--- src/rtl/core/raf_pkg.sv ---
// Shared constants and helpers for the running average filter.
`default_nettype none

package raf_pkg;

  localparam int unsigned SAMPLE_W        = 32;
  localparam int unsigned WIN_CFG_W       = 6;
  localparam int unsigned MAX_WINDOW_DEF  = 32;
  localparam logic [WIN_CFG_W-1:0] WINDOW_RESET = WIN_CFG_W'(20);

  // Zero maps to a window of one; anything above the ring depth saturates.
  function automatic int unsigned clamp_window(input logic [WIN_CFG_W-1:0] w,
                                               input int unsigned max_w);
    int unsigned v;
    v = int'(w);
    if (v == 0) begin
      return 1;
    end
    if (v > max_w) begin
      return max_w;
    end
    return v;
  endfunction

endpackage

`default_nettype wire

--- src/rtl/core/raf_divider.sv ---
// Iterative restoring divider, one quotient bit per cycle.
`default_nettype none

module raf_divider
  import raf_pkg::*;
#(
  parameter int unsigned DW = 37,
  parameter int unsigned VW = 6
) (
  input  wire logic          clk,
  input  wire logic          rst,
  input  wire logic          start,
  input  wire logic [DW-1:0] dividend,
  input  wire logic [VW-1:0] divisor,
  output logic               done,
  output logic [DW-1:0]      quotient
);

  localparam int unsigned CW = $clog2(DW + 1);

  logic [CW-1:0]   steps;
  logic            busy;
  logic [VW-1:0]   rem;
  logic [VW-1:0]   dvsr;
  logic [VW+1:0]   diff;
  logic            borrow;
  logic [VW:0]     shifted;

  assign shifted = {rem, quotient[DW-1]};
  assign diff    = {1'b0, shifted} - {2'b00, dvsr};
  assign borrow  = diff[VW+1];

  always_ff @(posedge clk) begin
    if (rst) begin
      busy  <= 1'b0;
      done  <= 1'b0;
      steps <= '0;
    end else begin
      done <= 1'b0;
      if (start) begin
        busy     <= 1'b1;
        steps    <= CW'(DW);
        rem      <= '0;
        dvsr     <= divisor;
        quotient <= dividend;
      end else if (busy) begin
        // Shift the next dividend bit into the remainder, keep it if it fits.
        if (borrow) begin
          rem      <= shifted[VW-1:0];
          quotient <= {quotient[DW-2:0], 1'b0};
        end else begin
          rem      <= diff[VW-1:0];
          quotient <= {quotient[DW-2:0], 1'b1};
        end
        steps <= steps - 1'b1;
        if (steps == CW'(1)) begin
          busy <= 1'b0;
          done <= 1'b1;
        end
      end
    end
  end

endmodule

`default_nettype wire

--- src/rtl/core/running_average_filter_core.sv ---
// Top level of the running average filter: sample ring, running sum, sequencer.
//
//   channel  | handshake               | payload
//   ---------+-------------------------+-------------------------------
//   input    | in_valid / in_ready     | sample  (32-bit signed)
//   output   | out_valid / out_ready   | average (32-bit signed)
//   config   | cfg_valid / cfg_ready   | window_size (6-bit unsigned)
//
// Each accepted sample passes through the update, start, wait and finish states; the
// wait lasts while the bit-serial divider produces one quotient bit of |sum| / count
// a cycle, and no new sample is taken until the average has been loaded. The result
// sits in an output register; the next sample is taken while it waits, but the final
// load stalls until that register is free.
// Synchronous reset sets the window to 20 and empties the filter at once;
// ring entries are qualified by the fill count, so no clearing pass is needed.
`default_nettype none

module running_average_filter_core
  import raf_pkg::*;
#(
  parameter int unsigned MAX_WINDOW = MAX_WINDOW_DEF
) (
  input  wire logic                       clk,
  input  wire logic                       rst,
  input  wire logic                       in_valid,
  output logic                            in_ready,
  input  wire logic signed [SAMPLE_W-1:0] sample,
  output logic                            out_valid,
  input  wire logic                       out_ready,
  output logic signed [SAMPLE_W-1:0]      average,
  input  wire logic                       cfg_valid,
  output logic                            cfg_ready,
  input  wire logic [WIN_CFG_W-1:0]       window_size
);

  localparam int unsigned IDX_W = $clog2(MAX_WINDOW);
  localparam int unsigned CNT_W = $clog2(MAX_WINDOW + 1);
  localparam int unsigned SUM_W = SAMPLE_W + IDX_W;

  typedef enum logic [2:0] {
    S_IDLE,
    S_UPDATE,
    S_START,
    S_WAIT,
    S_FINISH
  } state_t;

  state_t                state;
  logic [CNT_W-1:0]      window;
  logic [CNT_W-1:0]      fill_count;
  logic [IDX_W-1:0]      write_position;
  logic signed [SUM_W-1:0] running_sum;
  logic signed [SUM_W-1:0] sum_next;
  logic signed [SAMPLE_W-1:0] sample_q;
  logic signed [SAMPLE_W-1:0] rd_data;
  logic signed [SAMPLE_W-1:0] old_sample;
  logic signed [SAMPLE_W-1:0] sample_ring [MAX_WINDOW];
  logic [CNT_W-1:0]      pos_inc;
  logic                  ring_we;
  logic                  in_fire;
  logic                  cfg_fire;
  logic                  sum_neg;
  logic [SUM_W-1:0]      sum_mag;
  logic                  div_start;
  logic                  div_done;
  logic [SUM_W-1:0]      quotient;
  logic [SUM_W-1:0]      avg_full;

  assign cfg_ready = (state == S_IDLE);
  assign in_ready  = (state == S_IDLE) && !cfg_valid;
  assign in_fire   = in_valid && in_ready;
  assign cfg_fire  = cfg_valid && cfg_ready;
  assign ring_we   = (state == S_UPDATE);
  assign div_start = (state == S_START);

  // Entries are live only once the ring has been filled since the last clear.
  assign old_sample = (fill_count == window) ? rd_data : '0;
  assign sum_next   = running_sum - SUM_W'(old_sample) + SUM_W'(sample_q);
  assign pos_inc    = CNT_W'(write_position) + CNT_W'(1);

  assign sum_neg  = running_sum[SUM_W-1];
  assign sum_mag  = sum_neg ? SUM_W'(-running_sum) : SUM_W'(running_sum);
  assign avg_full = sum_neg ? SUM_W'(-quotient) : quotient;

  always_ff @(posedge clk) begin
    if (ring_we) begin
      sample_ring[write_position] <= sample_q;
    end
    rd_data <= sample_ring[write_position];
  end

  raf_divider #(
    .DW (SUM_W),
    .VW (CNT_W)
  ) u_div (
    .clk      (clk),
    .rst      (rst),
    .start    (div_start),
    .dividend (sum_mag),
    .divisor  (fill_count),
    .done     (div_done),
    .quotient (quotient)
  );

  always_ff @(posedge clk) begin
    if (rst) begin
      state          <= S_IDLE;
      window         <= CNT_W'(clamp_window(WINDOW_RESET, MAX_WINDOW));
      fill_count     <= '0;
      write_position <= '0;
      running_sum    <= '0;
      out_valid      <= 1'b0;
    end else begin
      // The finish step reloads the register itself when it is taken.
      if (out_valid && out_ready && (state != S_FINISH)) begin
        out_valid <= 1'b0;
      end
      case (state)
        S_IDLE: begin
          if (cfg_fire) begin
            window         <= CNT_W'(clamp_window(window_size, MAX_WINDOW));
            fill_count     <= '0;
            write_position <= '0;
            running_sum    <= '0;
          end else if (in_fire) begin
            sample_q <= sample;
            state    <= S_UPDATE;
          end
        end
        S_UPDATE: begin
          running_sum <= sum_next;
          if (pos_inc >= window) begin
            write_position <= '0;
          end else begin
            write_position <= pos_inc[IDX_W-1:0];
          end
          if (fill_count < window) begin
            fill_count <= fill_count + 1'b1;
          end
          state <= S_START;
        end
        S_START: begin
          state <= S_WAIT;
        end
        S_WAIT: begin
          if (div_done) begin
            state <= S_FINISH;
          end
        end
        S_FINISH: begin
          // Hold until the output register is free.
          if (!out_valid || out_ready) begin
            average   <= avg_full[SAMPLE_W-1:0];
            out_valid <= 1'b1;
            state     <= S_IDLE;
          end
        end
        default: begin
          state <= S_IDLE;
        end
      endcase
    end
  end

  a_count_bound: assert property (@(posedge clk) disable iff (rst)
    fill_count <= window)
    else $error("fill count above window");

  a_pos_bound: assert property (@(posedge clk) disable iff (rst)
    CNT_W'(write_position) < window)
    else $error("write position outside window");

  a_divisor_nonzero: assert property (@(posedge clk) disable iff (rst)
    div_start |-> fill_count != '0)
    else $error("division started with zero count");

  a_busy_after_accept: assert property (@(posedge clk) disable iff (rst)
    in_fire |=> !in_ready && !cfg_ready)
    else $error("ready while a sample is in work");

endmodule

`default_nettype wire
--- config.mk ---
export PLATFORM = sky130hd
export DESIGN_NAME = running_average_filter_core
export DESIGN_NICKNAME = d
export VERILOG_FILES = /design/src/rtl/core/raf_pkg.sv /design/src/rtl/core/raf_divider.sv /design/src/rtl/core/running_average_filter_core.sv
export SDC_FILE = /design/constraint.sdc
export NUM_CORES = 1
export LEC_CHECK = 0
export ABC_CLOCK_PERIOD_IN_PS = 5800
export BUFFER_PORTS_ARGS = -buffer_cell sky130_fd_sc_hd__buf_2
export CAP_MARGIN = 20
export CORE_ASPECT_RATIO = 0.6
export CORE_UTILIZATION = 50
export CTS_BUF_LIST = sky130_fd_sc_hd__clkbuf_2 sky130_fd_sc_hd__clkbuf_4 sky130_fd_sc_hd__clkbuf_8
export DETAILED_ROUTE_END_ITERATION = 10
export HOLD_SLACK_MARGIN = 0.08
export PLACE_DENSITY = 0.7
export SYNTH_ARGS = -nofsm -noshare
export SYNTH_HDL_FRONTEND = slang
export SYNTH_SLANG_ARGS = --single-unit
--- constraint.sdc ---
create_clock -name clk -period 5.8 [get_ports clk]
set_input_delay 0.29 -clock clk [delete_from_list [all_inputs] [get_ports clk]]
set_output_delay 0.29 -clock clk [all_outputs]
set_load 0.05 [all_outputs]
Word-level counts from Yosys, hierarchy flattened

Memory sizes are Yosys's and may differ from the RTL's. A register that Yosys moved wholly into a read port is not among the register bits.
Cells that the tools add are included.
W data, S select, Z words.

Memories kept: 1
Output and inout port bits: 35
Bits of input ports: 43
Memory bits (writable): 1024
ROM bits: 0
Latch bits: 0
Register bits: 179
Logic and storage cells: 110

Memories:

| name        | words | bits a word | read ports | clocked after memory_dff | write ports | RTL line                          | source |
|---|---|---|---|---|---|---|---|
| sample_ring | 32    | 32          | 1          | 1                        | 1           | running_average_filter_core.sv:57 | `logic signed [SAMPLE_W-1:0] sample_ring [MAX_WINDOW];` |

Muxes and demuxes: 45
Eq/ne operators: 13
Shift operators: 0
Divide/modulo/power cells: 0
Reduce and logical (&&, ||, !) cells: 22
Multipliers: 0
Add/sub/neg operators: 8
Order comparisons: 3
Bitwise gates (word level): 3

Operators with widths:

| cell                  | count |
|---|---|
| $mux W37              | 4 |
| $pmux W37 S2          | 1 |
| $mux W32              | 2 |
| $mux W6               | 9 |
| $add A37 B32 Y37      | 1 |
| $neg A37 Y37          | 1 |
| $sub A37 B32 Y37      | 1 |
| $neg A32 Y32          | 1 |
| $mux W1               | 20 |
| $pmux W3 S5           | 1 |
| $mux W3               | 4 |
| $pmux W6 S2           | 1 |
| $mux W5               | 2 |
| $pmux W5 S2           | 1 |
| $ne A2 B1 Y1 const B  | 4 |
| $reduce_and A2 Y1     | 4 |
| $reduce_and A4 Y1     | 2 |
| $sub A7 B6 Y8         | 1 |
| $add A5 B1 Y6 const B | 1 |
| $add A6 B1 Y6 const B | 1 |
| $eq A3 B2 Y1 const B  | 2 |
| $eq A6 B1 Y1 const B  | 1 |
| $eq A6 B6 Y1          | 1 |
| $ge A6 B6 Y1          | 1 |
| other kinds (17)      | 27 |

Logic depth before layout (Yosys ltp)

Gate-level depths: netlist of run 1.

Depth in word-level cells: 11
Depth in mapped cells: 18
Depth with buffers taken out: 17

Modules after synthesis

From an unflattened synthesis of run 1, not the netlist that was laid out.

Cells, all modules: 2832
Area, all modules: 50738.7 sq um

Modules (own cells, without submodules):

| module                      | area each (sq um) | times used | cells each |
|---|---|---|---|
| running_average_filter_core | 48137.4           | 1          | 2657 |
| raf_divider                 | 2601.2            | 1          | 175 |

Least setup slack after synthesis of run 1

No wires, ideal clock.

Kind: register to register
Start point: register window[4]
End point: register running_sum[36]
Path buffers: 1
Required time: 5678 ps
Slack: 2047 ps
Cell stages (with the launch flop): 18
Arrival time: 3631 ps
Cells stage by stage: dfxtp_1 -> inv_1 -> ha_1 -> nand3_1 -> nor2_1 -> clkbuf_1 -> and2_1 -> fa_1 -> inv_1 -> fa_1 -> a21o_1 -> a221oi_1 -> o221a_2 -> nand2b_1 -> a21o_1 -> a31oi_1 -> xnor2_1 -> o21ai_1

Cells in the longest elaborated chain, start to end: 5

RTL lines:

| element                | RTL line                           | source |
|---|---|---|
| start, declared        | running_average_filter_core.sv:49  | `logic [CNT_W-1:0] window;` |
| start signal, assigned | running_average_filter_core.sv:108 | `window <= CNT_W'(clamp_window(WINDOW_RESET, MAX_WINDOW));` |
| start signal, assigned | running_average_filter_core.sv:121 | `window <= CNT_W'(clamp_window(window_size, MAX_WINDOW));` |
| $eq A6 B6 Y1           | running_average_filter_core.sv:77  | `assign old_sample = (fill_count == window) ? rd_data : '0;` |
| $mux W32               | running_average_filter_core.sv:77  |  |
| $sub A37 B32 Y37       | running_average_filter_core.sv:78  | `assign sum_next = running_sum - SUM_W'(old_sample) + SUM_W'(sample_q);` |
| $add A37 B32 Y37       | running_average_filter_core.sv:78  |  |
| $pmux W37 S2           | running_average_filter_core.sv:118 | `case (state)` |
| end signal, assigned   | running_average_filter_core.sv:131 | `running_sum <= sum_next;` |
| end, declared          | running_average_filter_core.sv:52  | `logic signed [SUM_W-1:0] running_sum;` |

Every way passes these cells.
A chain may end at the register's enable or synchronous reset.

Worst setup path after layout of run 1

Start point: register window[5]
End point: register running_sum[31]

Same word-level chain as after synthesis.

==> results by group, run 1 <==
Run status
  – Status: finished clean

Yosys
  – Seq/Total Area, Yosys: between 70% and 80%
  – YS warnings: 0
  – EDFF count, synth: around 1100
  – Synth Register Bits: approximately 1200
  – Netlist Area Pre-Place: a little over 50000 um2
  – Syn_nets: 3040
  – Main area contributors after synthesis: edfxtp_1 67%, mux4_2 11%, dfxtp_1 3.9%
  – Cell taking the most area after synthesis: edfxtp_1
  – Avg Cell Area, Syn: ~17 um2
  – Post-synth top area share: between 60 and 70%
  – Ys async rst share: 0%
  – Post-synthesis cell type count: between 60 and 70
  – Main synth FF type: edfxtp_1
  – Cells after Synth: about 2900

Power
  – PD cells: between 300 and 400 nW/um2
  – Static Leakage: ~19 nW
  – Max VDD drop: 0.297 mV

Route
  – WL/cell: 28.0 um
  – Via density: about 6
  – TritonRoute pass-1 iters: 6
  – Post-route ant nets: 0
  – DRC: 0
  – DR iter-0 viols: about 3900
  – Vias: 28400
  – DRT Wirelength: around 130 mm

CTS
  – H-tree Lvls: 4
  – CTS sink cnt: 1235
  – Clock buffer depth: 3
  – CTS tree: done
  – Clock transition at path regs: 70 ps
  – Clock root buffer: clkbuf_8
  – Worst-Skew Late Latency: 890 ps
  – Setup Buffers After CTS: 0
  – CTS buffer count: around 170

Job
  – MaxCap Viol Count: 0

Global route
  – Vias in the first global route: between 20000 and 30000
  – Largest net degree at the start of global routing: a little over 90
  – Initial antenna violation count: 4
  – Total gr overflow: 0
  – First-pass GRT wire length: between 150 and 200 mm
  – Total GRT Usage: approximately a quarter

STA
  – Fin. max-slew vios: 0
  – Clock Skews: slightly above 60 ps
  – Post-route clock period utilization: between 80% and 90%
  – F_max: roughly 0.21 GHz
  – Final hold violation count: 0
  – Worst-Margin Slew: 1200 ps
  – Clock period minus worst slack: around 4700 ps
  – Setup-failing EPs final: 0
  – Fin Setup TNS: 0 ps
  – Unrepaired setup endpoints after global routing: false
  – Max_slew headroom: around 20%

Layout
  – Final nets: ~3300
  – Footprint of the multi-input gates: approximately 14000 um2
  – Layout area overhead: 13.4%
  – Commonest non-fill, non-tap cell in the layout: edfxtp_1
  – Most frequent cells in the layout: 1137 x edfxtp_1, 256 x mux4_2, 184 x clkbuf_8, 169 x inv_1, 152 x nand2_1
  – Final Core Density: ~58%
  – # fillers: about 7300
  – Reg area: between 30000 and 40000 um2
  – Layout cells sized above 1: between 20% and 30%

Min path
  – Startpoint of the worst hold path: sample[10]
  – Min-delay worst type: input pin to flop

Worst setup path
  – Max FO, Critical Path: 32
  – CP arrival: approximately 5500 ps
  – CP endpoint kind: flop
  – CP Launch Point: window[5]$_SDFFE_PP0P_
  – Reg2reg start: window[5]$_SDFFE_PP0P_
  – CP required: roughly 6500 ps
  – Crit path launch type: flop
  – Kind of critical path: flop to flop

Floorplanning
  – Core box area: between 90000 and 100000 um2
  – # rows: just under 90
  – Die Ht: 248 um
  – Starting Density: about half
  – Die W: 413 um
  – Total die area: roughly 100000 um2
  – Io pins: 78

Placement
  – DP HPWL: between 70 and 80 mm
  – RePlAce Congestion: just under 0.9
  – Port buffer count: 77
worst max-delay path: stages (launching register included):
cell and delay [ps]:
dfxtp_1 340, inv_1 70, ha_1 300, nand3_1 120
nor2_2 160, buf_4 290, and2_1 190, fa_1 410
inv_1 70, ha_1 280, a21o_1 190, a31oi_1 200
nand2_1 160, a221oi_1 700, a21oi_1 450, a21oi_1 420
xor2_1 170, o21ai_0 80
where the power goes:
part	switching, mW	internal, mW
Combinational	1.16	0.854
Sequential	0.164	9.82
Clock	3.35	3.52
timing repair:
action	CTS	global route
hold endpoints to repair	66	0
resized for setup	0	0
hold buffers	55	0
sequential cells by signal (all words and copies together) (netlist names), 32 cells and up:
name and count:
rd_data 32, u_div.quotient 37, running_sum 37, average 32
sample_q 32, sample_ring 1024
synth_stat cells (28+ instances only):
cell type     n
o21ai_0      92
xnor2_1      89
buf_1        32
a22oi_1     134
nand4_1      45
nand2_1     152
fa_1         37
inv_1       169
and2_1       41
dfxtp_1      98
edfxtp_1   1137
mux4_2      256
ha_1         64
clkbuf_1    109
nor2_1       99
a21oi_1      66
nand3_1      28
worst paths after layout:
path	slack, ps	to	depth (start not counted)
max	1090	running_sum[31]$_SDFFE_PP0P_	17
min	150	sample_q[10]$_DFFE_PP_	2
max reg2reg	1090	running_sum[31]$_SDFFE_PP0P_	17
min reg2reg	460	window[2]$_SDFFE_PP1P_	1
cells by family (layout without fill, tap and decap cells):
group	Yosys count	after routing	synth area share, %
compound gates	408	408	5.29
xor+xnor	111	111	1.92
fa+ha+maj	101	101	3.05
buf+inv	311	709	2.31
flops	1235	1235	71.4
mux	262	262	11.5
other cells	0	2	0
simple gates	468	468	4.55
cell type report:
type	count	area share, %
Timing Repair Buffer	231	3.26
Antenna cell	2	0.00873
Tap cell	1319	2.88
Multi-Input combinational cell	1350	23.7
Inverter	170	1.11
Sequential cell	1235	63.0
Clock buffer	250	5.28
Clock inverter	58	0.764
through the flow:
step	total power [mW]	area, um2	instances	setup slack [ps]	hold WS (ps)
global placement	12.1	53100	4238	1340	443
floorplan	11.6	50600	2896	2050	389
finish	18.9	57300	4615	1090	145
global route	19.5	57300	4613	847	132
detailed placement	12.1	53200	4247	1260	452
CTS	18.9	57300	4610	1220	83.5
metal layers:
metal | routed length, um | vias to the layer above | GRT usage (%)
met4 | 2190 | 6 | 6.72
met5 | 175 | - | 1.07
met3 | 14700 | 147 | 6.57
met1 | 56200 | 14700 | 38.8
li1 | - | 11900 | -
met2 | 55800 | 1613 | 35.6
No activity file was read; power rests on OpenSTA's default activity.
==> run 2: changes to the inputs <==
--- a/config.mk
+++ b/config.mk
@@ -5,7 +5,7 @@
 export SDC_FILE = /design/constraint.sdc
 export NUM_CORES = 1
 export LEC_CHECK = 0
-export ABC_CLOCK_PERIOD_IN_PS = 5800
+export ABC_CLOCK_PERIOD_IN_PS = 4400
 export BUFFER_PORTS_ARGS = -buffer_cell sky130_fd_sc_hd__buf_2
 export CAP_MARGIN = 20
 export CORE_ASPECT_RATIO = 0.6
==> constraint.sdc (replaced) <==
create_clock -name clk -period 4.4 [get_ports clk]
set_input_delay 0.22 -clock clk [delete_from_list [all_inputs] [get_ports clk]]
set_output_delay 0.22 -clock clk [all_outputs]
set_load 0.05 [all_outputs]
==> results by group, run 2 (same netlist as run 1, synthesis figures left out) <==
Worst setup path
  – WP buf/inv: 5 (+2)
  – Kind of critical path: flop to flop
  – CP arrival: 4800 ps (-660 ps)
  – Critical Path Slowest Stage Cell: fa_1
  – CP required: 5120 ps (-1420 ps)
  – Crit path cell chain: inv_1 -> ha_1 -> nand3_1 -> nor2_4 -> buf_6 -> and2_1 -> fa_1 -> inv_1 -> ha_1 -> a21oi_1 -> o21ai_0 -> a21o_1 -> a221oi_1 -> buf_4 -> a21oi_2 -> buf_4 -> a21boi_0 -> xor2_1 -> o21ai_0
  – Internal reg-to-reg setup slack: 320 ps (-770 ps)
  – Max stage delay on crit path: 420 ps (-280 ps)
  – CP delay by family, top: compound AO/OA/AOI/OAI gates
  – CP endpoint kind: flop
  – Max FO, Critical Path: 26 (-19%)
  – Crit path launch type: flop

STA
  – Max_slew headroom: 22.2% (+2.6 points)
  – Post-route clock period utilization: 92.7% (+11 points)
  – Fin Setup TNS: 0 ps (unchanged)
  – Setup-failing EPs final: 0 (unchanged)
  – Unrepaired setup endpoints after global routing: false
  – Clock Skews: 30.2 ps (-30.2 ps)
  – Fin. max-slew vios: 0 (unchanged)
  – Final hold violation count: 0 (unchanged)
  – Worst-Margin Slew: 1170 ps (-36.2 ps)
  – F_max: 0.245 GHz (+16%)
  – Clock period minus worst slack: 4080 ps (-635 ps)

Layout
  – Commonest non-fill, non-tap cell in the layout: edfxtp_1
  – Top flop regs: sample_ring (1024), running_sum (37), u_div.quotient (37)
  – Fin cells: 4655 (+0.87%)
  – Largest register by flop count: sample_ring
  – # fillers: 7350 (+0.31%)
  – Final nets: 3341 (+1.3%)
  – Layout area overhead: 13.9%
  – Number of flip-flops in the largest register: 1024 (unchanged)
  – Most frequent cells in the layout: 1137 x edfxtp_1, 256 x mux4_2, 179 x clkbuf_8, 169 x inv_1, 152 x nand2_1
  – Layout cells sized above 1: 23.8% (+0.26 points)

Placement
  – RePlAce Congestion: 0.865 (-1.8%)
  – Port buffer count: 77 (unchanged)
  – DP Cell Count: 4272 (+0.59%)
  – DP HPWL: 78.6 mm (+2.8%)

Global route
  – Total GRT Usage: 26.2% (+0.94 points)
  – Initial antenna violation count: 3 (-1)
  – Largest net degree at the start of global routing: 69 (-25%)
  – First-pass GRT wire length: 191 mm (+2.8%)
  – Vias in the first global route: 28100 (+2.4%)
  – Total gr overflow: 0 (unchanged)

Route
  – Vias: 28700 (+1.1%)
  – Via density: 6.15 (+0.19%)
  – DRC: 0 (unchanged)
  – Post-route ant nets: 0 (unchanged)
  – DRT Wirelength: 133 mm (+2.9%)
  – WL/cell: 28.5 um (+2.0%)
  – DR iter-0 viols: 4075 (+5.3%)
  – TritonRoute pass-1 iters: 7 (+1)

Power
  – Total power: 24.7 mW (+31%)
  – P_int: 18.6 mW (+31%)
  – Switching Fraction: 24.9% (+0.087 points)
  – PD cells: 429 nW/um2 (+30%)
  – Net Sw Power: 6.14 mW (+31%)
  – Clock Power Share: 35.6% (-0.8 points)
  – Logic pwr share: 11.1% (+0.4 points)
  – Max VDD drop: 0.324 mV (+9.1%)
  – Reg power frac: 53.2% (+0.3 points)
  – Static Leakage: 18.9 nW (+0.58%)

Floorplanning
  – Io pins: 78 (unchanged)
  – Starting Density: 51.0% (unchanged)
  – Core box area: 99200 um2 (unchanged)
  – Die W: 413 um (unchanged)
  – Die Ht: 248 um (unchanged)
  – # rows: 89 (unchanged)
  – Total die area: 102000 um2 (unchanged)

CTS
  – Clock root buffer: clkbuf_8
  – Clock buffer depth: 3 (unchanged)
  – CTS buffer count: 166 (-0.60%)
  – Setup Buffers After CTS: 0 (unchanged)
  – Worst-Skew Late Latency: 850 ps (-40 ps)
  – H-tree Lvls: 4 (unchanged)
  – CTS tree: done
  – CTS sink cnt: 1235 (unchanged)
  – Clock transition at path regs: 70 ps (about the same)

Min path
  – Min-delay worst type: input pin to flop

Run status
  – Status: finished clean

Job
  – MaxCap Viol Count: 0 (unchanged)
-- run 2: final timing paths --
check	start	to	cells after the start
hold / removal	sample[7]	sample_q[7]$_DFFE_PP_	2
hold reg to reg	window[5]$_SDFFE_PP0P_	window[5]$_SDFFE_PP0P_	2
setup reg to reg	window[4]$_SDFFE_PP1P_	running_sum[23]$_SDFFE_PP0P_	19
setup / recovery	window[4]$_SDFFE_PP1P_	running_sum[23]$_SDFFE_PP0P_	19
-- run 2: repair_timing --
item / CTS / global route
hold endpoints to repair: 64 / 0
hold buffers: 76 / 0
endpoints found under the setup margin: 0 / 11
gates resized for setup: 0 / 5
-- run 2: layout make-up --
cell class	count	area (um2)	share of cell area (%)
inverter	170	638	1.11
sequential	1235	36100	62.7
antenna	2	5.00	0.00868
multi-input combinational	1350	13600	23.6
tap	1319	1650	2.86
clock inverter	64	408	0.708
timing repair buffer	274	2260	3.93
clock buffer	241	2930	5.08
-- run 2: power groups by stage --
stage	Combinational (mW)	Clock [mW]	Sequential (mW)
after detailed placement	2.65	0	13.4
after CTS	2.72	8.91	13.1
after global routing	3.01	9.39	13.2
after global placement	2.61	0	13.4
after floorplan	1.94	0	13.3
final	2.75	8.80	13.1
-- run 2: per-layer routing --
layer / GRT usage [%] / share of wire [%]
met5: 0 / 0
met3: 8.16 / 13
met2: 36.6 / 42
met1: 39.4 / 43
met4: 7.91 / 2.4
-- run 2: per-stage QoR --
| step | hold slack, ps | util (%) | setup WS, ps | instance area, um2 |
|---|---|---|---|---|
| 6_report | 151 | 58.1 | 321 | 57600 |
| 5_1_grt | 156 | 58.1 | 32.6 | 57600 |
| 4_1_cts | 99.2 | 58.1 | 11.4 | 57600 |
| 3_5_place_dp | 398 | 53.9 | 33.3 | 53500 |
| 3_3_place_gp | 399 | 53.9 | 205 | 53500 |
| 2_1_floorplan | 319 | - | 647 | 50600 |
